`src/rtl/core/rlfse_pkg.sv`:
```
// ----------------------------------------------------------------------------
// rlfse_pkg
// Shared types and constants of the RGB LED frame SPI encoder core.
// ----------------------------------------------------------------------------
package rlfse_pkg;

	localparam int NUM_LEDS     = 32;
	localparam int PREFIX_BYTES = 40;

	localparam int LED_W = (NUM_LEDS > 1) ? $clog2(NUM_LEDS) : 1;
	localparam int PRE_W = (PREFIX_BYTES > 1) ? $clog2(PREFIX_BYTES) : 1;
	localparam bit HAS_PREFIX = (PREFIX_BYTES != 0);

	localparam logic [7:0] ZERO_CODE_RST = 8'h70;
	localparam logic [7:0] ONE_CODE_RST  = 8'h7c;

	localparam logic [1:0] ACT_SET_ONE = 2'd0;
	localparam logic [1:0] ACT_SET_ALL = 2'd1;
	localparam logic [1:0] ACT_FETCH   = 2'd2;

	localparam logic [1:0] REG_ORDER_GREEN_FIRST = 2'd0;
	localparam logic [1:0] REG_ZERO_CODE         = 2'd1;
	localparam logic [1:0] REG_ONE_CODE          = 2'd2;

	localparam logic [1:0] SLOT_FIRST  = 2'd0;
	localparam logic [1:0] SLOT_SECOND = 2'd1;
	localparam logic [1:0] SLOT_BLUE   = 2'd2;

	typedef struct packed {
		logic [1:0] action;
		logic [7:0] led_index;
		logic [7:0] red;
		logic [7:0] green;
		logic [7:0] blue;
	} in_word_t;

	typedef struct packed {
		logic [7:0] spi_byte;
		logic       last_of_frame;
	} out_word_t;

	typedef struct packed {
		logic set_one;
		logic set_all;
		logic fetch;
	} ctrl_cmd_t;

endpackage

```
`src/rtl/core/rgb_led_frame_spi_encoder_core.sv`:
```
// ----------------------------------------------------------------------------
// rgb_led_frame_spi_encoder_core
// A fetched byte appears on result in the cycle after its word is taken.
// Throughput: one word per cycle; busy never rises, since the pixel read and
// code select feeding the output register are combinational.
// Reset: pixels clear to zero, frame restarts at its first prefix byte,
// registers return to their defaults. The receiver cannot stall results.
// ----------------------------------------------------------------------------
module rgb_led_frame_spi_encoder_core import rlfse_pkg::*; (
	input  logic       clk,
	input  logic       arst_n,
	input  logic       start,
	output logic       busy,
	input  in_word_t   item,
	output logic       result_valid,
	output out_word_t  result,
	input  logic       cfg_we,
	input  logic [1:0] cfg_index,
	input  logic [7:0] cfg_data
);

	ctrl_cmd_t cmd;

	rlfse_ctrl u_ctrl (
		.clk          (clk),
		.arst_n       (arst_n),
		.start        (start),
		.action       (item.action),
		.busy         (busy),
		.cmd          (cmd),
		.result_valid (result_valid)
	);

	rlfse_dp u_dp (
		.clk       (clk),
		.arst_n    (arst_n),
		.cmd       (cmd),
		.item      (item),
		.cfg_we    (cfg_we),
		.cfg_index (cfg_index),
		.cfg_data  (cfg_data),
		.result    (result)
	);

endmodule

```
`src/rtl/core/rlfse_ctrl.sv`:
```
// ----------------------------------------------------------------------------
// rlfse_ctrl
// Decodes accepted words into datapath commands and times the result strobe.
// ----------------------------------------------------------------------------
module rlfse_ctrl import rlfse_pkg::*; (
	input  logic       clk,
	input  logic       arst_n,
	input  logic       start,
	input  logic [1:0] action,
	output logic       busy,
	output ctrl_cmd_t  cmd,
	output logic       result_valid
);

	typedef enum logic [1:0] {
		ST_IDLE = 2'b01,
		ST_EMIT = 2'b10
	} state_t;

	state_t state_q;
	state_t state_d;
	logic   accept;

	assign busy   = 1'b0;
	assign accept = start & ~busy;

	always_comb begin
		cmd.set_one = accept && (action == ACT_SET_ONE);
		cmd.set_all = accept && (action == ACT_SET_ALL);
		cmd.fetch   = accept && (action == ACT_FETCH);
	end

	always_comb begin
		case (state_q)
			ST_IDLE: state_d = cmd.fetch ? ST_EMIT : ST_IDLE;
			ST_EMIT: state_d = cmd.fetch ? ST_EMIT : ST_IDLE;
			default: state_d = ST_IDLE;
		endcase
	end

	always_ff @(posedge clk or negedge arst_n) begin
		if (!arst_n) begin
			state_q <= ST_IDLE;
		end else begin
			state_q <= state_d;
		end
	end

	assign result_valid = (state_q == ST_EMIT);

endmodule

```
`src/rtl/core/rlfse_dp.sv`:
```
// ----------------------------------------------------------------------------
// rlfse_dp
// Pixel store, configuration registers, frame position counters and the
// bit-to-code encoder with its output register.
// ----------------------------------------------------------------------------
module rlfse_dp import rlfse_pkg::*; (
	input  logic       clk,
	input  logic       arst_n,
	input  ctrl_cmd_t  cmd,
	input  in_word_t   item,
	input  logic       cfg_we,
	input  logic [1:0] cfg_index,
	input  logic [7:0] cfg_data,
	output out_word_t  result
);

	logic [23:0]      pixel_q [NUM_LEDS];
	logic             green_first_q;
	logic [7:0]       zero_code_q;
	logic [7:0]       one_code_q;

	logic             in_prefix_q;
	logic [PRE_W-1:0] pre_cnt_q;
	logic [LED_W-1:0] led_q;
	logic [1:0]       slot_q;
	logic [2:0]       bit_q;

	out_word_t        result_q;
	logic [23:0]      pix;
	logic [7:0]       colour;
	logic             bit_val;
	logic             last;
	logic [23:0]      wr_val;

	assign wr_val = {item.red, item.green, item.blue};

	always_ff @(posedge clk or negedge arst_n) begin
		if (!arst_n) begin
			for (int i = 0; i < NUM_LEDS; i++) begin
				pixel_q[i] <= '0;
			end
		end else if (cmd.set_all) begin
			for (int i = 0; i < NUM_LEDS; i++) begin
				pixel_q[i] <= wr_val;
			end
		end else if (cmd.set_one && ({1'b0, item.led_index} < 9'(NUM_LEDS))) begin
			pixel_q[item.led_index[LED_W-1:0]] <= wr_val;
		end
	end

	always_ff @(posedge clk or negedge arst_n) begin
		if (!arst_n) begin
			green_first_q <= 1'b0;
			zero_code_q   <= ZERO_CODE_RST;
			one_code_q    <= ONE_CODE_RST;
		end else if (cfg_we) begin
			case (cfg_index)
				REG_ORDER_GREEN_FIRST: green_first_q <= cfg_data[0];
				REG_ZERO_CODE:         zero_code_q   <= cfg_data;
				REG_ONE_CODE:          one_code_q    <= cfg_data;
				default:               ;
			endcase
		end
	end

	// select the colour byte in send order, most significant bit first
	always_comb begin
		pix = pixel_q[led_q];
		case (slot_q)
			SLOT_FIRST:  colour = green_first_q ? pix[15:8] : pix[23:16];
			SLOT_SECOND: colour = green_first_q ? pix[23:16] : pix[15:8];
			SLOT_BLUE:   colour = pix[7:0];
			default:     colour = pix[7:0];
		endcase
		bit_val = colour[~bit_q];
		last    = ~in_prefix_q && (led_q == LED_W'(NUM_LEDS - 1))
			&& (slot_q == SLOT_BLUE) && (bit_q == 3'd7);
	end

	// advance the frame position on each fetch
	always_ff @(posedge clk or negedge arst_n) begin
		if (!arst_n) begin
			in_prefix_q <= HAS_PREFIX;
			pre_cnt_q   <= '0;
			led_q       <= '0;
			slot_q      <= SLOT_FIRST;
			bit_q       <= '0;
		end else if (cmd.fetch) begin
			if (in_prefix_q) begin
				if (pre_cnt_q == PRE_W'(PREFIX_BYTES - 1)) begin
					in_prefix_q <= 1'b0;
					pre_cnt_q   <= '0;
				end else begin
					pre_cnt_q <= pre_cnt_q + 1'b1;
				end
			end else if (last) begin
				in_prefix_q <= HAS_PREFIX;
				led_q       <= '0;
				slot_q      <= SLOT_FIRST;
				bit_q       <= '0;
			end else if (bit_q == 3'd7) begin
				bit_q <= '0;
				if (slot_q == SLOT_BLUE) begin
					slot_q <= SLOT_FIRST;
					led_q  <= led_q + 1'b1;
				end else begin
					slot_q <= slot_q + 1'b1;
				end
			end else begin
				bit_q <= bit_q + 1'b1;
			end
		end
	end

	always_ff @(posedge clk) begin
		if (cmd.fetch) begin
			result_q.spi_byte      <= in_prefix_q ? 8'h00 :
				(bit_val ? one_code_q : zero_code_q);
			result_q.last_of_frame <= last;
		end
	end

	assign result = result_q;

endmodule

```
`config.mk`:
```
export PLATFORM = sky130hd
export DESIGN_NAME = rgb_led_frame_spi_encoder_core
export DESIGN_NICKNAME = d
export VERILOG_FILES = /design/src/rtl/core/rlfse_pkg.sv /design/src/rtl/core/rgb_led_frame_spi_encoder_core.sv /design/src/rtl/core/rlfse_ctrl.sv /design/src/rtl/core/rlfse_dp.sv
export SDC_FILE = /design/constraint.sdc
export NUM_CORES = 1
export LEC_CHECK = 0
export BUFFER_PORTS_ARGS = -buffer_cell sky130_fd_sc_hd__clkbuf_2
export CORE_UTILIZATION = 45
export DETAILED_ROUTE_END_ITERATION = 8
export GPL_TIMING_DRIVEN = 0
export SYNTH_ARGS = -nofsm -noshare
export SYNTH_HDL_FRONTEND = slang
export SYNTH_HIERARCHICAL = 1
export SYNTH_SLANG_ARGS = --single-unit
```
`constraint.sdc`:
```
create_clock -name clk -period 4.05 [get_ports clk]
set_input_delay 0.81 -clock clk [delete_from_list [all_inputs] [get_ports clk]]
set_output_delay 0.81 -clock clk [all_outputs]
set_load 0.02 [all_outputs]
```
# == Yosys cells after proc, flatten, opt, wreduce, memory -nomap -nowiden ==
# Index checks and enable logic that the tools add are counted.
# classes
addsub,4
magnitude_cmp,5
eq_ne,11
n_mux,28
bitwise_logic,4
reduce_logical,22
# op_table
op,n
$mux 768,2
$bwmux 768,1
$bmux 24 s5,1
$demux 24 s5,1
$mux 24,3
$mux 8,3
$pmux 8 s2,1
$mux 5,3
$ge 6x6->1 const B,2
$not 5->6,2
$mux 2,5
$reduce_and 2->1,5
$eq 2x1->1 const B,4
$eq 2x2->1 const B,4
$logic_and 1x1->1,8
$lt 8x6->1 const B,1
$add 6x1->6 const B,1
$eq 6x6->1 const B,1
$logic_not 2->1,3
$lt 6x1->1 const B,1
$mux 3,2
$mux 6,1
$reduce_bool 2->1,3
$add 5x1->5 const B,1
12 further kinds,15
# totals
reg_bits,813
input_bits,48
out_inout_bits,11
word_cells,117

# == Longest topological paths before layout ==
# Gate-level depths: netlist of run 1.
# depth
depth_word,9
mapped_depth,14
mapped_depth_nobuf,9

# == Cells and area by module ==
# Netlist of run 1, hierarchy kept.
# modules_own_cells
mod,n_inst,cells_each,area_per_inst_um2,seq_area_each_um2
rlfse_dp,1,2468,37714.9,20350.8
rlfse_ctrl,1,11,130.1,51.3

# == Worst setup path before layout of run 1 ==
# Ideal clock, no wire load.
# synth_timing
path_kind,input port to flip-flop
start,input item[33] (netlist bit)
end,register u_dp/pixel_q[747] (netlist bit)
setup_time_ns,0.125
arrival_ns,3.041
required_time_ns,3.925
setup_slack_ns,0.884
path_stages,7
n_path_buf,2
cell_sequence,nor3b_1 > nor4b_1 > nor3b_1 > a21o_1 > clkbuf_1 > clkbuf_1 > mux2_2
# synth_between
elab_chain_cells,4
elab_cells_between_ends,7
classes_between,1 x eq/ne; 1 x mux; 5 x reduce/logical
# synth_lines
element,line,rtl
"start, declared",rgb_led_frame_spi_encoder_core.sv:14,"input in_word_t item,"
$logic_not 2->1,rlfse_ctrl.sv:28,cmd.set_one = accept && (action == ACT_SET_ONE);
$logic_and 1x1->1,rlfse_ctrl.sv:28,
$logic_and 1x1->1,rlfse_dp.sv:46,"end else if (cmd.set_one && ({1'b0, item.led_index} < 9'(NUM_LEDS))) begin"
$reduce_bool 2->1 (no line),n/a,
"end signal, assigned by index",rlfse_dp.sv:44,pixel_q[i] <= wr_val;
"end signal, assigned by index",rlfse_dp.sv:47,pixel_q[item.led_index[LED_W-1:0]] <= wr_val;
"end, declared",rlfse_dp.sv:17,logic [23:0] pixel_q [NUM_LEDS];
# Several ways; a longest one is shown, not always the timed one.
# A chain may end at the register's enable or synchronous reset.

# == Worst setup path in the final report of run 1 ==
# layout_timing
start,register u_dp.led_q[3]
end,register u_dp.result_q (netlist bit u_dp/result[7]) (data pin)
# layout_between
elab_chain_cells,9
elab_cells_between_ends,10
classes_between,9 x mux; 1 x bitwise
# layout_lines
element,line,rtl
"start, declared",rlfse_dp.sv:24,logic [LED_W-1:0] led_q;
"start signal, assigned",rlfse_dp.sv:105,led_q <= led_q + 1'b1;
$not 5->6 (not written as such) (*),rlfse_dp.sv:68,pix = pixel_q[led_q];
$bmux 24 s5 (*),rlfse_dp.sv:68,
$mux 24 (not written as such) (*) (2 in a row),rlfse_dp.sv:68,
"$mux 8, on equally long branches","rlfse_dp.sv:71, rlfse_dp.sv:70",
$pmux 8 s2 (*),rlfse_dp.sv:69,case (slot_q)
$bmux 1 s3 (*),rlfse_dp.sv:75,bit_val = colour[~bit_q];
$mux 1 (not written as such) (*),rlfse_dp.sv:75,
$mux 8 (*),rlfse_dp.sv:118,(bit_val ? one_code_q : zero_code_q);
"end, declared",rlfse_dp.sv:28,out_word_t result_q;
# Mark *: on every way between the ends. The rest lies on a longest branch, timed or not. The select of a mux whose other input is x is not followed.

==> results of run 1 <==
==> layout make-up <==
class                   instances  area [sq um]  share of cell area, %
clock buffers                 136          2570                   6.04
inverters                      12          45.0                  0.106
multi-input cells            1421         16100                   37.7
clock inverters                25           243                  0.570
repair buffers                 65           507                   1.19
flip-flops and latches        813         20400                   47.9
plain buffers                 233          1410                   3.30
well taps                    1070          1340                   3.14
==> registers in the layout, summed over array words and instances (netlist names) <==
register / cells
u_dp/led_q: 5
u_ctrl/state_q: 2
u_dp/bit_q: 3
u_dp/pixel_q: 768
u_dp/result: 9
u_dp/slot_q: 2
u_dp/pre_cnt_q: 6
u_dp/green_first_q: 1
u_dp/in_prefix_q: 1
u_dp/one_code_q: 8
u_dp/zero_code_q: 8
==> worst paths after layout <==
kind / from / endpoint / cells after the start
max: u_dp/led_q[3] / u_dp/result[7] / 12
min: arst_n / u_dp/zero_code_q[3] / 1
max reg2reg: u_dp/led_q[3] / u_dp/result[7] / 12
min reg2reg: u_dp/pre_cnt_q[5] / u_dp/pre_cnt_q[5] / 1
max in group asynchronous: arst_n / u_dp/pixel_q[445] / 4
min in group clk: cfg_data[2] / u_dp/one_code_q[2] / 2
==> metrics by stage <==
| step | cells | setup WS, ps | setup TNS [ps] | utilization (%) |
|---|---|---|---|---|
| floorplan | 2479 | 884 | 0 | - |
| global placement | 3606 | -16150 | - | 47.8 |
| global route | 3775 | 10.2 | 0 | 51.5 |
| finish | 3775 | -18.3 | -73.0 | 51.5 |
| CTS | 3775 | 49.6 | 0 | 51.5 |
| detailed placement | 3613 | -943 | -63970 | 48.0 |
==> kinds of logic after synthesis <==
| family | count (synthesis) |
|---|---|
| multiplexers | 1058 |
| AO/OA/AOI/OAI | 193 |
| flip-flops | 813 |
| adder cells (fa/ha/maj) | 6 |
| XOR/XNOR | 6 |
| AND/OR/NAND/NOR | 157 |
| other | 1 |
| buffers and inverters | 245 |
==> what timing repair did <==
action	4_1_cts	5_1_grt
hold endpoints to repair	0	0
setup endpoints to repair	8	77
gates resized for setup	25	7
setup buffers	1	0
==> power groups by stage <==
stage	Combinational (W)	Sequential (W)	Clock, W
final	0.00520	0.0105	0.00792
after global routing	0.00546	0.0107	0.00840
after CTS	0.00515	0.0105	0.00808
after detailed placement	0.00506	0.0106	0
after global placement	0.00491	0.0105	0
after floorplan	0.00344	0.0103	0
==> cells in the final DEF (no fill, tap or decap), types with 10 or more instances in the layout <==
master	count
a21o_1	10
a21oi_1	47
a221oi_1	18
buf_2	14
buf_4	13
buf_8	11
clkbuf_1	182
clkbuf_16	89
clkbuf_2	65
clkbuf_8	28
clkinv_2	16
dfrtp_1	794
dfstp_2	10
inv_1	12
mux2_2	792
mux2i_1	111
mux4_1	49
mux4_2	106
nand2_1	50
nand3_1	22
nor2_1	20
o21ai_0	28
o221ai_1	28
o22ai_1	11
or2b_2	15
==> routing by layer <==
layer,global-route usage (%),wire length [um]
met2,47.2,58900
met3,6.05,9170
met1,39.4,51000
met4,11.8,5330
met5,0,38
==> impl_metrics.toml, run 1 <==
[run_status]
status = "finished, violations left"
failed_checks = "max-capacitance violations, max-slew violations, negative setup slack"

[synthesis]
synth_simple_gate_area_share_pct = 2.27
synth_compound_area_share_pct = 3.62
synth-seq-area-share_pct = 53.9
synth_most_common_cell = "dfrtp_1"
muxShareOfSynthArea_pct = 36.2
synthCells = 2479
synthAdderAreaFrac_pct = 0.198
yosys_most_used_dff = "dfrtp_1"
synth_warnings = 6
synth_common_cells = "dfrtp_1, mux2_2, clkbuf_1"
synth-xor-area-share_pct = 0.139
synth.distinct_cells = 73
synth_area_sq_um = 37800
async_flop_share_pct = 98.9
yosys.area.top_type_share_pct = 52.5
synth_seq_cells = 813
syn_avg_cell_area_sq_um = 15.3
syn_nets = 2533
synth_area_leaders = "dfrtp_1, mux2_2, mux4_2"
synth_top_family_by_area = "multiplexers"
yosysTopAreaCell = "dfrtp_1"
synth_edf_count = 9

[clock_tree]
clkSinkCount = 813
clk_transition_reported_paths_ps = 60
h-tree-depth = 3
holdBufCountCts = 0
numCtsBuffers = 87
insertion_delay_ps = 650
cts_max_path_buffers = 3
cts_tree = "done"
clk_root_buffer_cell = "clkbuf_16"

[power]
powerDensity_nw_per_um2 = 555
cellLeakagePower_nw = 18.6
clkPwrFrac_pct = 33.5
p_seq_share_pct = 44.5
switching_share_pct = 28.4
finalPower_w = 0.0236
power_frac_comb_pct = 22.0
vdd_drop_max_v = 0.000317
p_int_w = 0.0169
p_sw_w = 0.00672

[cells_and_area]
drive_gt1_share_pct = 44.8
n_antenna_cell = 0
syn2layout_area_growth_pct = 12.6
finalInstanceArea_sq_um = 42600
nNetsFinal = 2687
fillers = 6951

[floorplan]
initial_utilization_pct = 45.8
die_w_um = 292
ios = 59
core_sq_um = 82600
dieHeight_um = 292
fp-row-count = 105
die_area_sq_um = 85300

[timing]
timing.final.ws_setup_ps = -18.3
hold_ws_ps = 205
final.setup_skew_ps = 21.9
rsz0062_at_grt = "false"
max_freq_mhz = 246
max_slew_margin_pct = -6.32
tightest_slew_ps = 1590
finalSetupViolations = 6
period_share_pct = 100
period_needed_ps = 4070
hold_violations = 0
slew_viol_final = 7

[critical_path]
worstPathRequired_ps = 4430
timing.reg2reg.setup_slack_ps = -20
endpoint_kind = "flip-flop"
worst_path_max_delay_cell = "buf_2"
worst-path-buf-inv = 5
worstPathCellList = "inv_1, buf_4, buf_2, clkbuf_4, o221ai_1, o221ai_1, a32o_1, nand3_1, nand4_2, a31oi_4, buf_12, mux2i_1"
worstSetupPathType = "flip-flop to flip-flop"
crit_path_frequent_cell = "o221ai_1"
slowest_delay_ps = 580
cp_top_family = "buffers and inverters"
cp_max_fo = 10
cp.arrival_ps = 4450
critPathLaunchType = "flip-flop"

[routing]
drc_errors = 0
firstDrtPassIters = 5
via_per_inst = 6.29
wl_um = 124000
first_iter_violations = 1897
post_drt_wl_per_cell_um = 33.0
ant_nets = 0
num_vias = 23700

[placed_design]
placed_cell_area_sq_um = 39700
globalplace.congestion = 0.899
port_buffers = 57
hpwl_um = 82200

[global_route]
grt_pass1_wl_um = 179000
track_usage_pct = 29.5
grt_pass1_vias = 24900
grt_max_degree = 121
antenna_found_initial = 7
overflow = 0

[hold_path]
min_path_type = "primary input to asynchronous set/reset pin"

[job]
drv_cap = 1
Power figures use the tool's default switching activity.
==> run 2, diff against run 1 <==
- CORE_MARGIN: unset -> 3
- clock period: 4.05 -> 4.85 ns (I/O delays scaled with it)
==> impl_metrics.toml, run 2 (synthesis gave the netlist of run 1 again) <==
[global_route]
grt_max_degree = 122
use_met3_pct = 6.61
use_met2_pct = 46.4
grt_pass1_vias = 25000
overflow = 0
grt-busiest-layer = "met2"
track_usage_pct = 28.9
grt_pass1_wl_um = 180000
antenna_found_initial = 3
use_met1_pct = 37.9

[routing]
post_drt_wl_per_cell_um = 33.2
drc_errors = 0
via_per_inst = 6.31
ant_nets = 0
first_iter_violations = 2304
wl_um = 125000
firstDrtPassIters = 5
num_vias = 23800

[floorplan]
die_w_um = 296
initial_utilization_pct = 45.8
fp-row-count = 105
dieHeight_um = 296
core_sq_um = 82600
ios = 59
die_area_sq_um = 87600

[timing]
period_needed_ps = 4730
tightest_slew_ps = 1580
slew_viol_final = 7
rsz0062_at_grt = "false"
max_freq_mhz = 211
final.setup_skew_ps = 16.3
hold_ws_ps = 214
hold_violations = 0
period_share_pct = 97.6
max_slew_margin_pct = -5.04
finalSetupViolations = 0

[clock_tree]
cts_max_path_buffers = 3
clk_root_buffer_cell = "clkbuf_16"
holdBufCountCts = 0
post_cts_buffers = 0
clkSinkCount = 813
cts_resized = 2
insertion_delay_ps = 640
numCtsBuffers = 88
clk_transition_reported_paths_ps = 60
h-tree-depth = 3
cts_tree = "done"

[critical_path]
cp.arrival_ps = 5090
critPathCapture = "u_dp/result[7]"
worstPathRequired_ps = 5210
worstPathCellList = "nand2b_1, clkbuf_1, clkbuf_1, o221ai_1, o32ai_1, o21ai_0, a211oi_1, a41oi_1, a32oi_2, a31oi_4, mux2i_1"
slowest_delay_ps = 880
cp_top_family = "compound AO/OA/AOI/OAI gates"
cp-startpoint = "u_dp/led_q[2]"
path_depth = 11
worst-path-buf-inv = 2
r2r_start = "u_dp/led_q[2]"
cp_max_fo = 10
critPathLaunchType = "flip-flop"
crit_path_frequent_cell = "clkbuf_1"
r2r_cells = 11
worst_path_max_delay_cell = "clkbuf_1"
worstSetupPathType = "flip-flop to flip-flop"
timing.reg2reg.setup_slack_ps = 120
endpoint_kind = "flip-flop"
r2r-end = "u_dp/result[7]"

[power]
power_frac_comb_pct = 21.1
powerDensity_nw_per_um2 = 475
p_sw_w = 0.00566
p_seq_share_pct = 43.1
vdd_drop_max_v = 0.000291
clkPwrFrac_pct = 35.8
cellLeakagePower_nw = 18.7
p_int_w = 0.0147
switching_share_pct = 27.8

[run_status]
status = "finished, violations left"
failed_checks = "max-capacitance violations, max-slew violations"

[job]
drv_cap = 1

[cells_and_area]
largest_reg_flops = 768
drive_gt1_share_pct = 44.8
mostFrequentLayoutCells = "dfrtp_1, mux2_2, clkbuf_1"
top_register = "u_dp/pixel_q"
finalInstanceArea_sq_um = 42800
syn2layout_area_growth_pct = 13.1
layout_commonest_cell = "dfrtp_1"
nNetsFinal = 2687

[placed_design]
port_buffers = 57
placed_cell_area_sq_um = 39700
hpwl_um = 82700
globalplace.congestion = 0.888

[hold_path]
min_path_type = "primary input to asynchronous set/reset pin"
[run 2: cell count changes in the layout (fill, tap and decap cells not counted), moves of 4 or more]
cell       change
buf_4          -8
clkbuf_16      +4
clkbuf_2       -5
bufinv_16     +10
clkbuf_1       -5
buf_2          +9
[run 2: stage by stage]
stage | TNS (ps) | power [W] | setup slack, ps | util [%] | cells
2_1_floorplan | 0 | 0.0115 | 1520 | - | 2479
6_report | 0 | 0.0203 | 116 | 51.8 | 3774
3_5_place_dp | -1030 | 0.0131 | -135 | 48.0 | 3613
3_3_place_gp | - | 0.0129 | -15530 | 47.8 | 3606
5_1_grt | 0 | 0.0211 | 163 | 51.8 | 3772
4_1_cts | 0 | 0.0204 | 188 | 51.8 | 3772
[run 2: worst min path at each step]
stage / start / endpoint / slack [ps] / depth (start not counted)
finish: arst_n / u_dp/zero_code_q[7] / 210 / 1
global route: arst_n / u_dp/zero_code_q[7] / 200 / 1
CTS: arst_n / u_dp/one_code_q[7] / 190 / 1
detailed placement: u_dp/pre_cnt_q[5] / u_dp/pre_cnt_q[5] / 470 / 1
global placement: u_dp/pre_cnt_q[5] / u_dp/pre_cnt_q[5] / 450 / 1
floorplan: u_dp/pre_cnt_q[5] / u_dp/pre_cnt_q[5] / 440 / 1
[run 2: area by class of cell]
type | count | area (sq um)
fill | 6883 | 39800
timing repair buffer | 64 | 487
clock buffer | 125 | 2610
clock inverter | 34 | 534
inverter | 12 | 45.0
tap | 1070 | 1340
buffer | 233 | 1340
antenna | 2 | 5.00
multi-input combinational | 1421 | 16100
sequential | 813 | 20400
[run 2: metal layers]
layer / up-vias / wire [um]
li1: 9622 / -
met1: 12900 / 50600
met2: 1011 / 58100
met3: 324 / 10200
met4: 4 / 6560
met5: - / 30
[run 2: power groups by stage]
stage,logic [W],clock network (W),registers (W)
floorplan,0.00287,0,0.00863
global placement,0.00409,0,0.00880
detailed placement,0.00424,0,0.00887
CTS,0.00425,0.00740,0.00875
global route,0.00450,0.00768,0.00890
finish,0.00429,0.00728,0.00878
==> run 3, diff against run 2 <==
- BUFFER_PORTS_ARGS: -buffer_cell sky130_fd_sc_hd__clkbuf_2 -> -buffer_cell sky130_fd_sc_hd__buf_2
==> impl_metrics.toml, run 3 (synthesis gave the netlist of run 1 again) <==
[run_status]
status = "finished, violations left"
failed_checks = "negative setup slack"

[routing]
routed.top_layer = "met5"
wl_um = 125000
firstDrtPassIters = 7
via_per_inst = 6.31
dr_wl_met2_um = 59200
ant_nets = 0
num_vias = 23800
first_iter_violations = 2147
post_drt_wl_per_cell_um = 33.2
wl_met1_um = 50800
met3WireLength_um = 9100
drc_errors = 0

[timing]
rsz0062_at_grt = "false"
period_needed_ps = 4850
setup_tns_ps = -1.64
max_slew_margin_pct = 1.72
hold_violations = 0
timing.final.ws_setup_ps = -1.64
slew_viol_final = 0
tightest_slew_ps = 1470
max_freq_mhz = 206
finalSetupViolations = 1
period_share_pct = 100
final.setup_skew_ps = 24.2
hold_ws_ps = 451

[global_route]
grt_max_degree = 127
grt_pass1_vias = 25000
grt_pass1_wl_um = 179000
track_usage_pct = 28.8
overflow = 0
antenna_found_initial = 7

[cells_and_area]
utilization_pct = 51.4
fillers = 6928
layout_commonest_cell = "dfrtp_1"
syn2layout_area_growth_pct = 12.2
drive_gt1_share_pct = 44.4
mostFrequentLayoutCells = "dfrtp_1, mux2_2, clkbuf_1"
nNetsFinal = 2686
finalInstanceArea_sq_um = 42400
top_register = "u_dp/pixel_q"
largest_reg_flops = 768

[power]
powerDensity_nw_per_um2 = 461
cellLeakagePower_nw = 18.6
vdd_drop_max_v = 0.000301
finalPower_w = 0.0196

[critical_path]
cp_max_fo = 10
cp_top_family = "buffers and inverters"
worst_path_max_delay_cell = "clkbuf_1"
worstPathRequired_ps = 5190
worstSetupPathType = "flip-flop to flip-flop"
worst-path-buf-inv = 3
cp.arrival_ps = 5190
endpoint_kind = "flip-flop"
timing.reg2reg.setup_slack_ps = -2
critPathLaunchType = "flip-flop"
worstPathCellList = "inv_1, buf_1, clkbuf_1, a21oi_1, nor3_1, o221ai_1, a221o_1, a31oi_4, mux2i_1"
slowest_delay_ps = 870

[floorplan]
core_sq_um = 82600
dieHeight_um = 296
initial_utilization_pct = 45.8
ios = 59
die_area_sq_um = 87600
fp-row-count = 105
die_w_um = 296

[job]
drv_cap = 0

[placed_design]
port_buffers = 57
placed_cell_area_sq_um = 39600
globalplace.congestion = 0.878
hpwl_um = 82600

[clock_tree]
clkSinkCount = 813
clk_root_buffer_cell = "clkbuf_16"
clk_transition_reported_paths_ps = 60
insertion_delay_ps = 640
cts_max_path_buffers = 3
numCtsBuffers = 88
holdBufCountCts = 0
h-tree-depth = 3
cts_tree = "done"

[hold_path]
min_path_type = "primary input to asynchronous set/reset pin"
[run 3: cell types whose count changed in the layout (fill, tap and decap cells not counted), moves of 13 or more]
| cell | delta |
|---|---|
| clkbuf_2 | -56 |
| clkbuf_1 | +13 |
| bufinv_16 | -13 |
| buf_2 | +56 |
[run 3: area by class of cell]
cell class                 instances  area, sq um  share of cell area [%]
antenna                            1         2.50                 0.00590
multi-input combinational       1421        16100                    37.9
buffer                           233         1340                    3.15
clock buffer                     138         2650                    6.23
tap                             1070         1340                    3.15
timing repair buffer              63          460                    1.08
inverter                          12         45.0                   0.106
sequential                       813        20400                    48.1
clock inverter                    22          149                   0.351
[run 3: final timing paths]
kind | from | endpoint | depth (start not counted)
worst max-delay path | u_dp/led_q[2] | u_dp/result[7] | 9
worst min register to register | u_dp/pre_cnt_q[5] | u_dp/pre_cnt_q[5] | 1
worst min-delay path | arst_n | u_dp/pre_cnt_q[4] | 1
worst max register to register | u_dp/led_q[2] | u_dp/result[7] | 9
max in group asynchronous | arst_n | u_dp/pixel_q[638] | 3
min in group clk | u_dp/pre_cnt_q[5] | u_dp/pre_cnt_q[5] | 1
[run 3: stage by stage]
step	instances	worst slack, ps
global placement	3606	-13560
finish	3773	-1.64
global route	3772	97.3
floorplan	2479	1520
detailed placement	3612	-103
CTS	3772	173
[run 3: layer usage]
| layer | track usage [%] | vias up |
|---|---|---|
| met5 | 0 | - |
| met4 | 12.1 | 6 |
| met3 | 5.98 | 290 |
| met2 | 46.8 | 974 |
| met1 | 37.8 | 12900 |
| li1 | - | 9633 |
[run 3: worst reg2reg max path, stage by stage (launching register included)]
cell	delay [ps]
dfrtp_1	560
inv_1	420
buf_1	820
clkbuf_1	880
a21oi_1	340
nor3_1	240
o221ai_1	190
a221o_1	440
a31oi_4	490
mux2i_1	180
[run 3: power breakdown]
part	total (W)	internal (W)	switching (W)
sequential	0.00878	0.00811	0.000670
combinational	0.00428	0.00210	0.00218
clock	0.00653	0.00379	0.00274
[run 3: repair_timing]
item / 4_1_cts / 5_1_grt
gates resized for setup: 2 / 0
buffers inserted: 0 / 0
hold endpoints to repair: 0 / 0
setup endpoints to repair: 8 / 0
